$ cat src/rtl/stt_pkg.sv
// Shared types, character classes and lookup tables for the source text tokenizer.
// No dependencies; every rtl file takes names from here by scoped reference.
package stt_pkg;

  typedef struct packed {
    logic [7:0] char_code;
    logic       end_of_text;
  } stt_in_t;

  typedef struct packed {
    logic [6:0]  token_kind;
    logic [23:0] token_start;
    logic [15:0] token_length;
    logic        last_of_run;
  } stt_out_t;

  typedef struct packed {
    logic       hit;
    logic [6:0] kind;
  } op_hit_t;

  localparam logic [6:0] KIND_IDENT    = 7'd0;
  localparam logic [6:0] KIND_OP0      = 7'd23;
  localparam logic [6:0] KIND_TCOMMENT = 7'd72;
  localparam logic [6:0] KIND_UNTERM   = 7'd73;

  localparam logic [7:0] CH_NL    = 8'h0A;
  localparam logic [7:0] CH_CR    = 8'h0D;
  localparam logic [7:0] CH_TAB   = 8'h09;
  localparam logic [7:0] CH_SPACE = 8'h20;

  // Operator table places that need naming outside the lookup functions
  localparam int OP_SHL_EQ = 32;
  localparam int OP_SHL    = 33;
  localparam int OP_SHR_EQ = 34;
  localparam int OP_SHR    = 35;

  localparam int KW_COUNT = 22;
  localparam int KW_CHARS = 16;

  // The one keyword that fills the whole buffer
  localparam logic [KW_CHARS*8-1:0] KW_LONG_CAST = {"reinterpret", "_cast"};

  // Keyword text, right aligned: last character in the low byte
  localparam logic [KW_CHARS*8-1:0] KW_STR [KW_COUNT] = '{
    "for", "in", "where", "while", "do", "namespace", "var", "mut",
    "match", "enum", "struct", "use", "break", "trait", "continue",
    "extern", "module", "impl", "public", "protected", "private",
    KW_LONG_CAST
  };

  localparam int KW_LEN [KW_COUNT] = '{
    3, 2, 5, 5, 2, 9, 3, 3, 5, 4, 6, 3, 5, 5, 8, 6, 6, 4, 6, 9, 7, 16
  };

  function automatic logic is_ws(input logic [7:0] c);
    return (c == CH_SPACE) || (c == CH_TAB) || (c == CH_NL) || (c == CH_CR);
  endfunction

  function automatic logic is_letter(input logic [7:0] c);
    return (c >= "a" && c <= "z") || (c >= "A" && c <= "Z") || (c == "_");
  endfunction

  function automatic logic is_word_char(input logic [7:0] c);
    return is_letter(c) || (c >= "0" && c <= "9");
  endfunction

  function automatic op_hit_t op_make(input int idx);
    op_hit_t h;
    h.hit  = 1'b1;
    h.kind = KIND_OP0 + 7'(idx);
    return h;
  endfunction

  // Exact one-character operator
  function automatic op_hit_t op1(input logic [7:0] c);
    op_hit_t h;
    h = '0;
    case (c)
      "&": h = op_make(2);
      "=": h = op_make(4);
      "|": h = op_make(7);
      "^": h = op_make(9);
      ",": h = op_make(10);
      ":": h = op_make(11);
      ";": h = op_make(13);
      "/": h = op_make(15);
      ".": h = op_make(18);
      ">": h = op_make(19);
      "-": h = op_make(23);
      "%": h = op_make(24);
      "!": h = op_make(27);
      "+": h = op_make(30);
      "?": h = op_make(31);
      "*": h = op_make(36);
      "~": h = op_make(37);
      "#": h = op_make(39);
      "$": h = op_make(41);
      "@": h = op_make(42);
      "{": h = op_make(43);
      "}": h = op_make(44);
      "(": h = op_make(45);
      ")": h = op_make(46);
      "[": h = op_make(47);
      "]": h = op_make(48);
      default: h = '0;
    endcase
    return h;
  endfunction

  // A longer operator starts with this character
  function automatic logic op1_longer(input logic [7:0] c);
    logic r;
    case (c)
      "&", "=", "|", "^", ":", "/", ".", ">", "-", "%", "!", "+", "<", "*", "#":
        r = 1'b1;
      default: r = 1'b0;
    endcase
    return r;
  endfunction

  // Exact two-character operator, first character in the high byte
  function automatic op_hit_t op2(input logic [15:0] pair);
    op_hit_t h;
    h = '0;
    case (pair)
      "&&": h = op_make(0);
      "&=": h = op_make(1);
      "==": h = op_make(3);
      "||": h = op_make(5);
      "|=": h = op_make(6);
      "^=": h = op_make(8);
      "::": h = op_make(12);
      "/=": h = op_make(14);
      ".*": h = op_make(16);
      ".~": h = op_make(17);
      ">=": h = op_make(20);
      "-=": h = op_make(21);
      "--": h = op_make(22);
      "%=": h = op_make(25);
      "!=": h = op_make(26);
      "+=": h = op_make(28);
      "++": h = op_make(29);
      "<<": h = op_make(OP_SHL);
      ">>": h = op_make(OP_SHR);
      "*=": h = op_make(38);
      "##": h = op_make(40);
      default: h = '0;
    endcase
    return h;
  endfunction

  // Keyword kind of the buffered word, identifier when none matches
  function automatic logic [6:0] kw_kind(input logic [KW_CHARS*8-1:0] head,
                                         input logic [5:0] fill);
    logic [6:0] k;
    logic       hit;
    k = KIND_IDENT;
    for (int i = 0; i < KW_COUNT; i++) begin
      hit = (fill == 6'(KW_LEN[i]));
      for (int j = 0; j < KW_CHARS; j++) begin
        if (j < KW_LEN[i]) begin
          hit = hit && (head[8*j +: 8] == KW_STR[i][8*(KW_LEN[i]-1-j) +: 8]);
        end
      end
      if (hit && k == KIND_IDENT) begin
        k = 7'(i + 1);
      end
    end
    return k;
  endfunction

endpackage

$ cat src/rtl/source_text_tokenizer_unit.sv
// Top level of the source text tokenizer: scanner state, token forming and result queue.
// Depends on stt_pkg for payload types, character classes and operator/keyword tables.
//
//  channel  ports                        beat
//  in       in_valid in_ready in_data    one source byte, end_of_text marks the last
//  out      out_valid out_ready out_data one token, last_of_run on the byte's final token
//
// One byte is scanned per cycle while in_ready is high; its tokens (zero to three)
// enter a four-deep result queue. in_ready is high while the queue holds at most one
// token, so bytes of one token or none stream at one per cycle; more tokens stall input.
// Synchronous active-low reset empties the queue and returns the scanner to idle at
// position zero. Stalls on out_ready only fill the queue; no token is dropped.
module source_text_tokenizer_unit #(
  parameter int POS_BITS        = 24,
  parameter int MAX_KEYWORD_LEN = 16
) (
  input  logic             clk,
  input  logic             rst_n,
  input  logic             in_valid,
  output logic             in_ready,
  input  stt_pkg::stt_in_t in_data,
  output logic             out_valid,
  input  logic             out_ready,
  output stt_pkg::stt_out_t out_data
);

  localparam int FILL_W = $clog2(MAX_KEYWORD_LEN + 2);
  localparam int IDX_W  = $clog2(MAX_KEYWORD_LEN);

  typedef enum logic [2:0] {
    M_IDLE, M_WORD, M_OP, M_LSTART, M_LBODY, M_BSTART, M_BBODY
  } mode_t;

  mode_t                mode_r, mode_nxt;
  logic [POS_BITS-1:0]  pos_r, pos_nxt;
  logic [POS_BITS-1:0]  begin_r, begin_nxt;
  logic [POS_BITS-1:0]  lastns_r, lastns_nxt;
  logic [7:0]           buf_r [MAX_KEYWORD_LEN];
  logic [FILL_W-1:0]    fill_r, fill_nxt;
  logic [15:0]          pend_r, pend_nxt;
  logic                 tflag_r, tflag_nxt;
  logic                 star_r, star_nxt;

  logic                 buf_we;
  logic [IDX_W-1:0]     buf_widx;
  logic [7:0]           buf_wdata;

  stt_pkg::stt_out_t    res [3];
  logic [1:0]           res_cnt;

  stt_pkg::stt_out_t    q_r [4];
  logic [1:0]           wr_r, rd_r;
  logic [2:0]           cnt_r;

  logic                 in_fire, out_fire;

  assign in_fire   = in_valid && in_ready;
  assign out_fire  = out_valid && out_ready;
  assign in_ready  = (cnt_r <= 3'd1);
  assign out_valid = (cnt_r != 3'd0);
  assign out_data  = q_r[rd_r];

  function automatic stt_pkg::stt_out_t mk_tok(input logic [6:0] kind,
                                               input logic [POS_BITS-1:0] s,
                                               input logic [POS_BITS-1:0] e);
    stt_pkg::stt_out_t t;
    logic [POS_BITS-1:0]    diff;
    logic [POS_BITS+15:0]   dx;
    diff = e - s;
    dx   = (POS_BITS + 16)'(diff);
    t.token_kind   = kind;
    t.token_start  = 24'(s);
    t.token_length = (dx > (POS_BITS + 16)'(65535)) ? 16'hFFFF : 16'(dx);
    t.last_of_run  = 1'b0;
    return t;
  endfunction

  always_comb begin
    logic [7:0]                      c;
    logic [POS_BITS-1:0]             p;
    logic [POS_BITS-1:0]             body;
    logic                            go_idle;
    logic                            two;
    logic [7:0]                      b0;
    stt_pkg::op_hit_t                h;
    logic [stt_pkg::KW_CHARS*8-1:0]  head, head_nxt;

    c        = in_data.char_code;
    p        = pos_r;
    go_idle  = 1'b0;
    b0       = pend_r[7:0];
    two      = (pend_r[15:8] != 8'd0);
    body     = '0;
    h        = '0;
    res      = '{default: '0};
    res_cnt  = 2'd0;
    buf_we   = 1'b0;
    buf_widx = '0;
    buf_wdata = c;

    mode_nxt   = mode_r;
    pos_nxt    = pos_r;
    begin_nxt  = begin_r;
    lastns_nxt = lastns_r;
    fill_nxt   = fill_r;
    pend_nxt   = pend_r;
    tflag_nxt  = tflag_r;
    star_nxt   = star_r;

    for (int j = 0; j < stt_pkg::KW_CHARS; j++) begin
      head[8*j +: 8] = buf_r[j];
    end

    case (mode_r)
      M_IDLE: go_idle = 1'b1;
      M_WORD: begin
        if (stt_pkg::is_word_char(c)) begin
          if (fill_r < FILL_W'(MAX_KEYWORD_LEN)) begin
            buf_we   = 1'b1;
            buf_widx = fill_r[IDX_W-1:0];
            fill_nxt = fill_r + 1'b1;
          end else begin
            fill_nxt = FILL_W'(MAX_KEYWORD_LEN + 1);
          end
        end else begin
          res[res_cnt] = mk_tok(stt_pkg::kw_kind(head, 6'(fill_r)), begin_r, p);
          res_cnt = res_cnt + 1'b1;
          mode_nxt = M_IDLE;
          go_idle = 1'b1;
        end
      end
      M_OP: begin
        if (!two && b0 == "/" && (c == "/" || c == "*")) begin
          mode_nxt = (c == "/") ? M_LSTART : M_BSTART;
          pend_nxt = '0;
        end else if (!two) begin
          h = stt_pkg::op2({b0, c});
          if (h.hit) begin
            if ((b0 == "<" || b0 == ">") && c == b0) begin
              pend_nxt[15:8] = c;
            end else begin
              res[res_cnt] = mk_tok(h.kind, begin_r, p + 1'b1);
              res_cnt = res_cnt + 1'b1;
              mode_nxt = M_IDLE;
              pend_nxt = '0;
            end
          end else begin
            h = stt_pkg::op1(b0);
            if (h.hit) begin
              res[res_cnt] = mk_tok(h.kind, begin_r, p);
              res_cnt = res_cnt + 1'b1;
            end
            mode_nxt = M_IDLE;
            pend_nxt = '0;
            go_idle = 1'b1;
          end
        end else begin
          // pending shift: take the assign form when '=' follows
          mode_nxt = M_IDLE;
          pend_nxt = '0;
          if (c == "=") begin
            res[res_cnt] = mk_tok(stt_pkg::KIND_OP0 + 7'((b0 == "<") ?
                                  stt_pkg::OP_SHL_EQ : stt_pkg::OP_SHR_EQ), begin_r, p + 1'b1);
            res_cnt = res_cnt + 1'b1;
          end else begin
            res[res_cnt] = mk_tok(stt_pkg::KIND_OP0 + 7'((b0 == "<") ?
                                  stt_pkg::OP_SHL : stt_pkg::OP_SHR), begin_r, p);
            res_cnt = res_cnt + 1'b1;
            go_idle = 1'b1;
          end
        end
      end
      M_LSTART: begin
        tflag_nxt = 1'b0;
        if (c == stt_pkg::CH_NL) begin
          mode_nxt = M_IDLE;
        end else begin
          if (c == "/") begin
            tflag_nxt  = 1'b1;
            begin_nxt  = p + 1'b1;
            lastns_nxt = p + 1'b1;
          end
          mode_nxt = M_LBODY;
        end
      end
      M_LBODY: begin
        if (c == stt_pkg::CH_NL) begin
          if (tflag_r) begin
            res[res_cnt] = mk_tok(stt_pkg::KIND_TCOMMENT, begin_r, lastns_r);
            res_cnt = res_cnt + 1'b1;
          end
          tflag_nxt = 1'b0;
          mode_nxt  = M_IDLE;
        end else if (tflag_r && !stt_pkg::is_ws(c)) begin
          lastns_nxt = p + 1'b1;
        end
      end
      M_BSTART: begin
        tflag_nxt = (c == "*");
        star_nxt  = (c == "*");
        mode_nxt  = M_BBODY;
      end
      M_BBODY: begin
        if (star_r && c == "/") begin
          body = begin_r + POS_BITS'(2) + POS_BITS'(tflag_r);
          if (tflag_r && p != body) begin
            res[res_cnt] = mk_tok(stt_pkg::KIND_TCOMMENT, body, p - 1'b1);
            res_cnt = res_cnt + 1'b1;
          end
          tflag_nxt = 1'b0;
          star_nxt  = 1'b0;
          mode_nxt  = M_IDLE;
        end else begin
          star_nxt = (c == "*");
        end
      end
      default: mode_nxt = M_IDLE;
    endcase

    if (go_idle && !stt_pkg::is_ws(c)) begin
      if (stt_pkg::is_letter(c)) begin
        mode_nxt  = M_WORD;
        begin_nxt = p;
        buf_we    = 1'b1;
        buf_widx  = '0;
        fill_nxt  = FILL_W'(1);
      end else begin
        h = stt_pkg::op1(c);
        if (stt_pkg::op1_longer(c)) begin
          begin_nxt = p;
          mode_nxt  = M_OP;
          pend_nxt  = {8'd0, c};
        end else if (h.hit) begin
          begin_nxt = p;
          res[res_cnt] = mk_tok(h.kind, p, p + 1'b1);
          res_cnt = res_cnt + 1'b1;
        end
      end
    end

    // Flush what the final byte leaves open, then clear
    if (in_data.end_of_text) begin
      head_nxt = head;
      for (int j = 0; j < stt_pkg::KW_CHARS; j++) begin
        if (buf_we && buf_widx == IDX_W'(j)) begin
          head_nxt[8*j +: 8] = c;
        end
      end
      case (mode_nxt)
        M_WORD: begin
          res[res_cnt] = mk_tok(stt_pkg::kw_kind(head_nxt, 6'(fill_nxt)), begin_nxt, p + 1'b1);
          res_cnt = res_cnt + 1'b1;
        end
        M_OP: begin
          h = (pend_nxt[15:8] != 8'd0) ? stt_pkg::op2(pend_nxt) : stt_pkg::op1(pend_nxt[7:0]);
          if (h.hit) begin
            res[res_cnt] = mk_tok(h.kind, begin_nxt, p + 1'b1);
            res_cnt = res_cnt + 1'b1;
          end
        end
        M_LBODY: begin
          if (tflag_nxt) begin
            res[res_cnt] = mk_tok(stt_pkg::KIND_TCOMMENT, begin_nxt, lastns_nxt);
            res_cnt = res_cnt + 1'b1;
          end
        end
        M_BSTART, M_BBODY: begin
          res[res_cnt] = mk_tok(stt_pkg::KIND_UNTERM, begin_nxt, p + 1'b1);
          res_cnt = res_cnt + 1'b1;
        end
        default: ;
      endcase
      mode_nxt   = M_IDLE;
      pos_nxt    = '0;
      begin_nxt  = '0;
      lastns_nxt = '0;
      fill_nxt   = '0;
      pend_nxt   = '0;
      tflag_nxt  = 1'b0;
      star_nxt   = 1'b0;
    end else begin
      head_nxt = head;
      pos_nxt  = p + 1'b1;
    end

    if (res_cnt != 2'd0) begin
      res[res_cnt - 1'b1].last_of_run = 1'b1;
    end
  end

  always_ff @(posedge clk) begin
    if (!rst_n) begin
      mode_r   <= M_IDLE;
      pos_r    <= '0;
      begin_r  <= '0;
      lastns_r <= '0;
      fill_r   <= '0;
      pend_r   <= '0;
      tflag_r  <= 1'b0;
      star_r   <= 1'b0;
    end else if (in_fire) begin
      mode_r   <= mode_nxt;
      pos_r    <= pos_nxt;
      begin_r  <= begin_nxt;
      lastns_r <= lastns_nxt;
      fill_r   <= fill_nxt;
      pend_r   <= pend_nxt;
      tflag_r  <= tflag_nxt;
      star_r   <= star_nxt;
    end
  end

  always_ff @(posedge clk) begin
    if (in_fire && buf_we) begin
      buf_r[buf_widx] <= buf_wdata;
    end
  end

  // Result queue: push up to three beats, pop one
  always_ff @(posedge clk) begin
    if (!rst_n) begin
      wr_r  <= '0;
      rd_r  <= '0;
      cnt_r <= '0;
    end else begin
      if (in_fire) begin
        wr_r <= wr_r + res_cnt;
      end
      if (out_fire) begin
        rd_r <= rd_r + 1'b1;
      end
      cnt_r <= cnt_r + (in_fire ? 3'(res_cnt) : 3'd0) - (out_fire ? 3'd1 : 3'd0);
    end
  end

  always_ff @(posedge clk) begin
    if (in_fire) begin
      for (int i = 0; i < 3; i++) begin
        if (2'(i) < res_cnt) begin
          q_r[wr_r + 2'(i)] <= res[i];
        end
      end
    end
  end

`ifndef ASSERT_OFF
  a_queue_bound: assert property (@(posedge clk) disable iff (!rst_n)
    cnt_r <= 3'd4) else $error("result queue overfilled");

  a_pos_restart: assert property (@(posedge clk) disable iff (!rst_n)
    (in_fire && in_data.end_of_text) |=> (pos_r == '0 && mode_r == M_IDLE))
    else $error("scanner not cleared after final byte");

  a_kind_range: assert property (@(posedge clk) disable iff (!rst_n)
    out_valid |-> (out_data.token_kind <= stt_pkg::KIND_UNTERM))
    else $error("token kind out of range");

  a_word_fill: assert property (@(posedge clk) disable iff (!rst_n)
    (mode_r == M_WORD) |-> (fill_r != '0)) else $error("word open with empty buffer");

  a_pos_step: assert property (@(posedge clk) disable iff (!rst_n)
    (in_fire && !in_data.end_of_text) |=> (pos_r == $past(pos_r) + 1'b1))
    else $error("byte position did not advance");
`endif

endmodule

$ cat config.mk
export PLATFORM = sky130hd
export DESIGN_NAME = source_text_tokenizer_unit
export DESIGN_NICKNAME = d
export VERILOG_FILES = /design/src/rtl/stt_pkg.sv /design/src/rtl/source_text_tokenizer_unit.sv
export SDC_FILE = /design/constraint.sdc
export NUM_CORES = 2
export LEC_CHECK = 0
export BUFFER_PORTS_ARGS = -buffer_cell sky130_fd_sc_hd__buf_2
export CAP_MARGIN = 20
export CORE_MARGIN = 4
export CORE_UTILIZATION = 40
export CTS_CLUSTER_DIAMETER = 60
export DETAILED_ROUTE_END_ITERATION = 7
export GPL_TIMING_DRIVEN = 0
export PLACE_DENSITY = 0.53
export REMOVE_ABC_BUFFERS = 1
export SYNTH_ARGS = -nofsm -noshare
export SYNTH_HDL_FRONTEND = slang
export SYNTH_SLANG_ARGS = --single-unit
export TNS_END_PERCENT = 50
$ cat constraint.sdc
create_clock -name clk -period 11.1 [get_ports clk]
set_input_delay 0.555 -clock clk [delete_from_list [all_inputs] [get_ports clk]]
set_output_delay 0.555 -clock clk [all_outputs]
set_load 0.03 [all_outputs]
Word level (Yosys, flattened, before mapping). Memories as Yosys holds them, arrays and structs flattened. A register that Yosys moved wholly into a read port is not among the register bits. Index checks and enable logic that the tools add are counted.

Register bits: 105. Memory bits (writable): 320. Memory bits (read-only): 3072. Bits of input ports: 13. Output and inout bits: 50. Logic and storage cells: 1534. Memories: 5.

Memories: (no name shown) (words 128, bits a word 8, read ports 1, clocked after memory_dff 1, write ports 0, RTL line stt_pkg.sv:79) `case (c)`; (no name shown) (words 128, bits a word 8, read ports 1, clocked after memory_dff 0, write ports 0, RTL line stt_pkg.sv:79); (no name shown) (words 128, bits a word 8, read ports 1, clocked after memory_dff 0, write ports 0, RTL line stt_pkg.sv:79); q_r (words 4, bits a word 48, read ports 1, clocked after memory_dff 1, write ports 2, RTL line source_text_tokenizer_unit.sv:51) `stt_pkg::stt_out_t q_r [4];`; buf_r (words 16, bits a word 8, read ports 16, clocked after memory_dff 0, write ports 1, RTL line source_text_tokenizer_unit.sv:38) `logic [7:0] buf_r [MAX_KEYWORD_LEN];`.

Add/subtract/negate cells: 23. $lt $le $gt $ge: 24. Equality and inequality tests: 275. Multiplexer cells: 815. Bitwise gates (word level): 3. Reduce and logical (&&, ||, !) cells: 378.

Operators with widths (number): 8-bit by 7-bit equality test with 1-bit output (second input constant) (167); 144-bit two-way mux (8); 7-bit two-way mux (130); 144-bit bitwise mux (6); 48-bit two-way mux (14); 16-bit by 14-bit equality test with 1-bit output (second input constant) (36); 144-bit case mux with 4 select lines (1); 1-bit two-way mux (523); 8-bit two-way mux (51); 24-bit two-way mux (14); 8-bit case mux with 21 select lines (2); 1-bit logical AND (314); 7-bit zero test (42); 48-bit demux with 2-bit select (3); 16-bit two-way mux (15); 48-bit case mux with 4 select lines (1); 24-bit by 16-bit > comparator with 1-bit output (second input constant) (7); 24-bit subtractor (7); 8-bit by 6-bit equality test with 1-bit output (second input constant) (17); 16-bit by 15-bit equality test with 1-bit output (second input constant) (6); 24-bit case mux with 2 select lines (1); 48-bit OR reduction (1); 5-bit by 3-bit equality test with 1-bit output (second input constant) (8); 3-bit two-way mux (13); 56 further kinds (131).

Longest topological paths before layout.
Depth after elaboration: 140. Mapped depth: 35. Depth with buffers taken out: 30.

Worst setup path before layout. OpenSTA, ideal clock, no wires.

Path type: register to register. Start point: register begin_r[0]. End point: memory q_r[0][0] (netlist name) (enable). Setup time: 469 ps. Arrival: 8701 ps. Required time: 10631 ps. Path slack: 1930 ps. Cell stages (with the launch flop): 27. Buffers on the path: 1. Clock period less this slack: 9170 ps. Cells stage by stage: dfxtp_1 ha_1 inv_1 ha_1 or3_1 clkbuf_1 nor4_1 nand3_1 nor4_1 and3_1 nand3_1 nor3_1 xnor2_1 ha_1 nand4_1 nor3_1 a31oi_1 nor2_1 nand3_1 ha_1 mux2_2 ha_1 o21ai_0 o21ai_1 nor3_1 o21ai_0 a21oi_1.

RTL lines: from (decl) (RTL line source_text_tokenizer_unit.sv:36) `logic [POS_BITS-1:0] begin_r, begin_nxt;`; from (signal assigned) (RTL line source_text_tokenizer_unit.sv:304) `begin_r <= begin_nxt;`; to (decl) (RTL line source_text_tokenizer_unit.sv:51).

==> impl_metrics.tcl <==
set metrics [dict create \
    rsz0062_at_grt "false" \
    p_comb_share_pct 24.8 \
    fin_setup_tns_ns 0 \
    synthDistinctLibCells 123 \
    arrival_ns 11.12 \
    drt_iter0_drc 5749 \
    peakVddDrop_mv 0.1338 \
    clk_latency_ns 0.67 \
    switching_share_pct 34.61 \
    slowest_stage "dfxtp_1" \
    post-place-cells 6096 \
    syn_area_per_cell_sq_um 8.313 \
    antenna_found_initial 4 \
    criticalPathCategory "flip-flop to flip-flop" \
    grt_max_degree 69 \
    slowest_delay_ns 0.57 \
    ys_warn_count 0 \
    critical_path.most_common_cell "ha_1" \
    crit_path_end_kind "flip-flop" \
    syn-cell-area_sq_um 40760 \
    cp_max_fo 35 \
    drc 0 \
    period_needed_ns 10.76 \
    track_usage_pct 33.01 \
    slew_headroom_pct 16.74 \
    p_sw_mw 1.841 \
    required_ns 11.46 \
    synthCells 4903 \
    finalCritPeriodShare_pct 96.92 \
    min_from "in_data[5]" \
    p_leak_nw 16.64 \
    ys_seq_area_share_pct 29.22 \
    layout_commonest_cell "nor2_1" \
    cts-hold-fix-buffers 0 \
    grt_overflow_total 0 \
    htreeDepth 3 \
    skew_ns 0.03646 \
    routedWlPerCell_microns 29.47 \
    areaGrowthSynthToFinish_pct 11.31 \
    grt_pass1_vias 38670 \
    synth-edff-count 320 \
    port_buffers 62 \
    cp-start-kind "flip-flop" \
    dp_hpwl_mm 139.6 \
    num-fill-cells 9999 \
    drv_slew 0 \
    multi_input_area_sq_um 27080 \
    cts-root-buf "clkbuf_16" \
    place_congestion 1.001 \
    clockBufferDepth 3 \
    grt_pass1_wl_mm 267.7 \
    cts_tree "built" \
    final_cell_mix "nor2_1, nand2_1, edfxtp_1" \
    setup_viol 0 \
    place_area_sq_um 42950 \
    total_power_mw 5.319 \
    clock-sinks 435 \
    post-place-ws_ns -1.483 \
    outcome "finished, final reports clean" \
    final.setup.worst_slack_ns 0.3420 \
    firstDrtPassIters 6 \
    cts.clk_slew.worst_paths_ns 0.06 \
    finalWirelength_mm 183.6 \
    dieArea_sq_um 107100 \
    vias 41980 \
    synthArstFlopShare_pct 0 \
    regArea_sq_um 11920 \
    layout.nets 5034 \
    start_util_pct 40.52 \
    core-area_sq_um 100600 \
    die_h_microns 327.2 \
    design_area_sq_um 45370 \
    ys_seq_elements 435 \
    power.density_nw_per_um2 117.2 \
    reg2reg_from "begin_r[0]$_SDFFE_PN0P_" \
    numCtsBuffers 66 \
    seq_power_share_pct 34.2 \
    row_count 116 \
    worstSetupStartpoint "begin_r[0]$_SDFFE_PN0P_" \
    ant_nets 0 \
    timing.fmax_mhz 92.95 \
    ioPinCount 63 \
    fin_cells 6231 \
    drive_above_1_share_pct 10.28 \
    hold_viol 0 \
    die-width_microns 327.2 \
    internal-power_mw 3.478 \
    worstMarginPinSlew_ns 1.249 \
    holdCritPathClass "primary input to flip-flop" \
    pwr-share-clk_pct 41.0 \
    drt-vias-per-instance 6.737 \
    synth_top_flop_cell "edfxtp_1" \
    drv_cap 0 \
]
## path summary, 6_finish.rpt
| kind | cells after the start | end | slack (ns) |
|---|---|---|---|
| max reg2reg | 28 | q_r[1][9]$_DFFE_PP_ | 0.34 |
| min reg2reg | 2 | star_r$_SDFFE_PN0P_ | 0.48 |
| max | 28 | q_r[1][9]$_DFFE_PP_ | 0.34 |
| min | 1 | buf_r[11][4]$_DFFE_PP_ | 0.33 |
## flip-flops by register name, indices dropped and copies added (netlist names), named ones only
name      count
wr_r          2
buf_r       128
mode_r        3
rd_r          2
tflag_r       1
pend_r       16
star_r        1
pos_r        24
fill_r        5
lastns_r     24
cnt_r         3
begin_r      24
q_r         192
## cell usage after synthesis (all sizes together) (75+ instances only)
cell type	instances	area [sq um]
o22ai	75	481.7
nand4	99	619.3
a31oi	118	744.5
clkbuf	201	754.5
inv	200	750.7
nand2	388	1464
buf	97	548.0
xnor2	105	919.6
a22oi	85	688.2
a21oi	306	1546
edfxtp	320	9609
mux2i	181	1812
dfxtp	115	2302
nor4	92	639.4
nor2	528	1984
nor3	196	996.0
nand3	134	680.7
ha	195	2440
o21ai	331	1690
## critical path: cells and delay by family (launching register included)
kind | cells | cell delay (ns)
xor gates and xnor gates | 1 | 0.09
adders and majority gates | 5 | 1.93
AOI/OAI and AO/OA | 5 | 2.14
DFF | 1 | 0.57
muxes | 2 | 0.53
buffers and inverters | 4 | 1.02
and+or+nand+nor | 11 | 4.12
## logic make-up after synthesis
logic type,Yosys count,share of synthesized area [%]
compound gates,1490,24.84
xor+xnor,152,3.266
buf+inv,501,5.065
mux,261,8.009
flops,435,29.22
simple gates,1862,23.26
fa+ha+maj,202,6.330
## per-layer routing
| layer | wire (microns) | GRT usage, % | vias to the layer above |
|---|---|---|---|
| li1 | - | - | 18670 |
| met1 | 81470 | 48.61 | 20440 |
| met2 | 74380 | 46.75 | 2467 |
| met3 | 21590 | 8.744 | 394 |
| met4 | 6141 | 10.31 | 4 |
| met5 | 34 | 0 | - |
## layout make-up
cell class                      count  share of cell area, %
Multi-Input combinational cell   3967                  59.70
Sequential cell                   435                  26.27
Clock buffer                       80                  3.941
Tap cell                         1357                  3.742
Timing Repair Buffer              146                  3.577
Inverter                          203                  1.699
Clock inverter                     42                  1.065
Antenna cell                        1               0.005516
## power groups by stage
stage               clock, mW  sequential, mW  combinational (mW)
finish                   2.18            1.82                1.32
global route             2.29            1.83                1.38
CTS                      2.22            1.82                1.29
detailed placement          0            1.85                1.27
global placement            0            1.90                1.16
floorplan                   0            1.85               0.737
## what timing repair did
item | in CTS | in global routing
endpoints found under the hold margin | 0 | 0
setup endpoints to repair | 68 | 205
resized for setup | 3 | 7
setup buffers | 4 | 0
pin swaps | 1 | 0
## per-stage QoR
stage | hold slack, ns | util, %
after floorplan | 0.4455 | -
after global placement | 0.4682 | 41.23
after detailed placement | 0.4668 | 42.71
after CTS | 0.3091 | 45.01
after global routing | 0.3282 | 45.10
final | 0.3257 | 45.11
(Power assumes the default switching activity.)
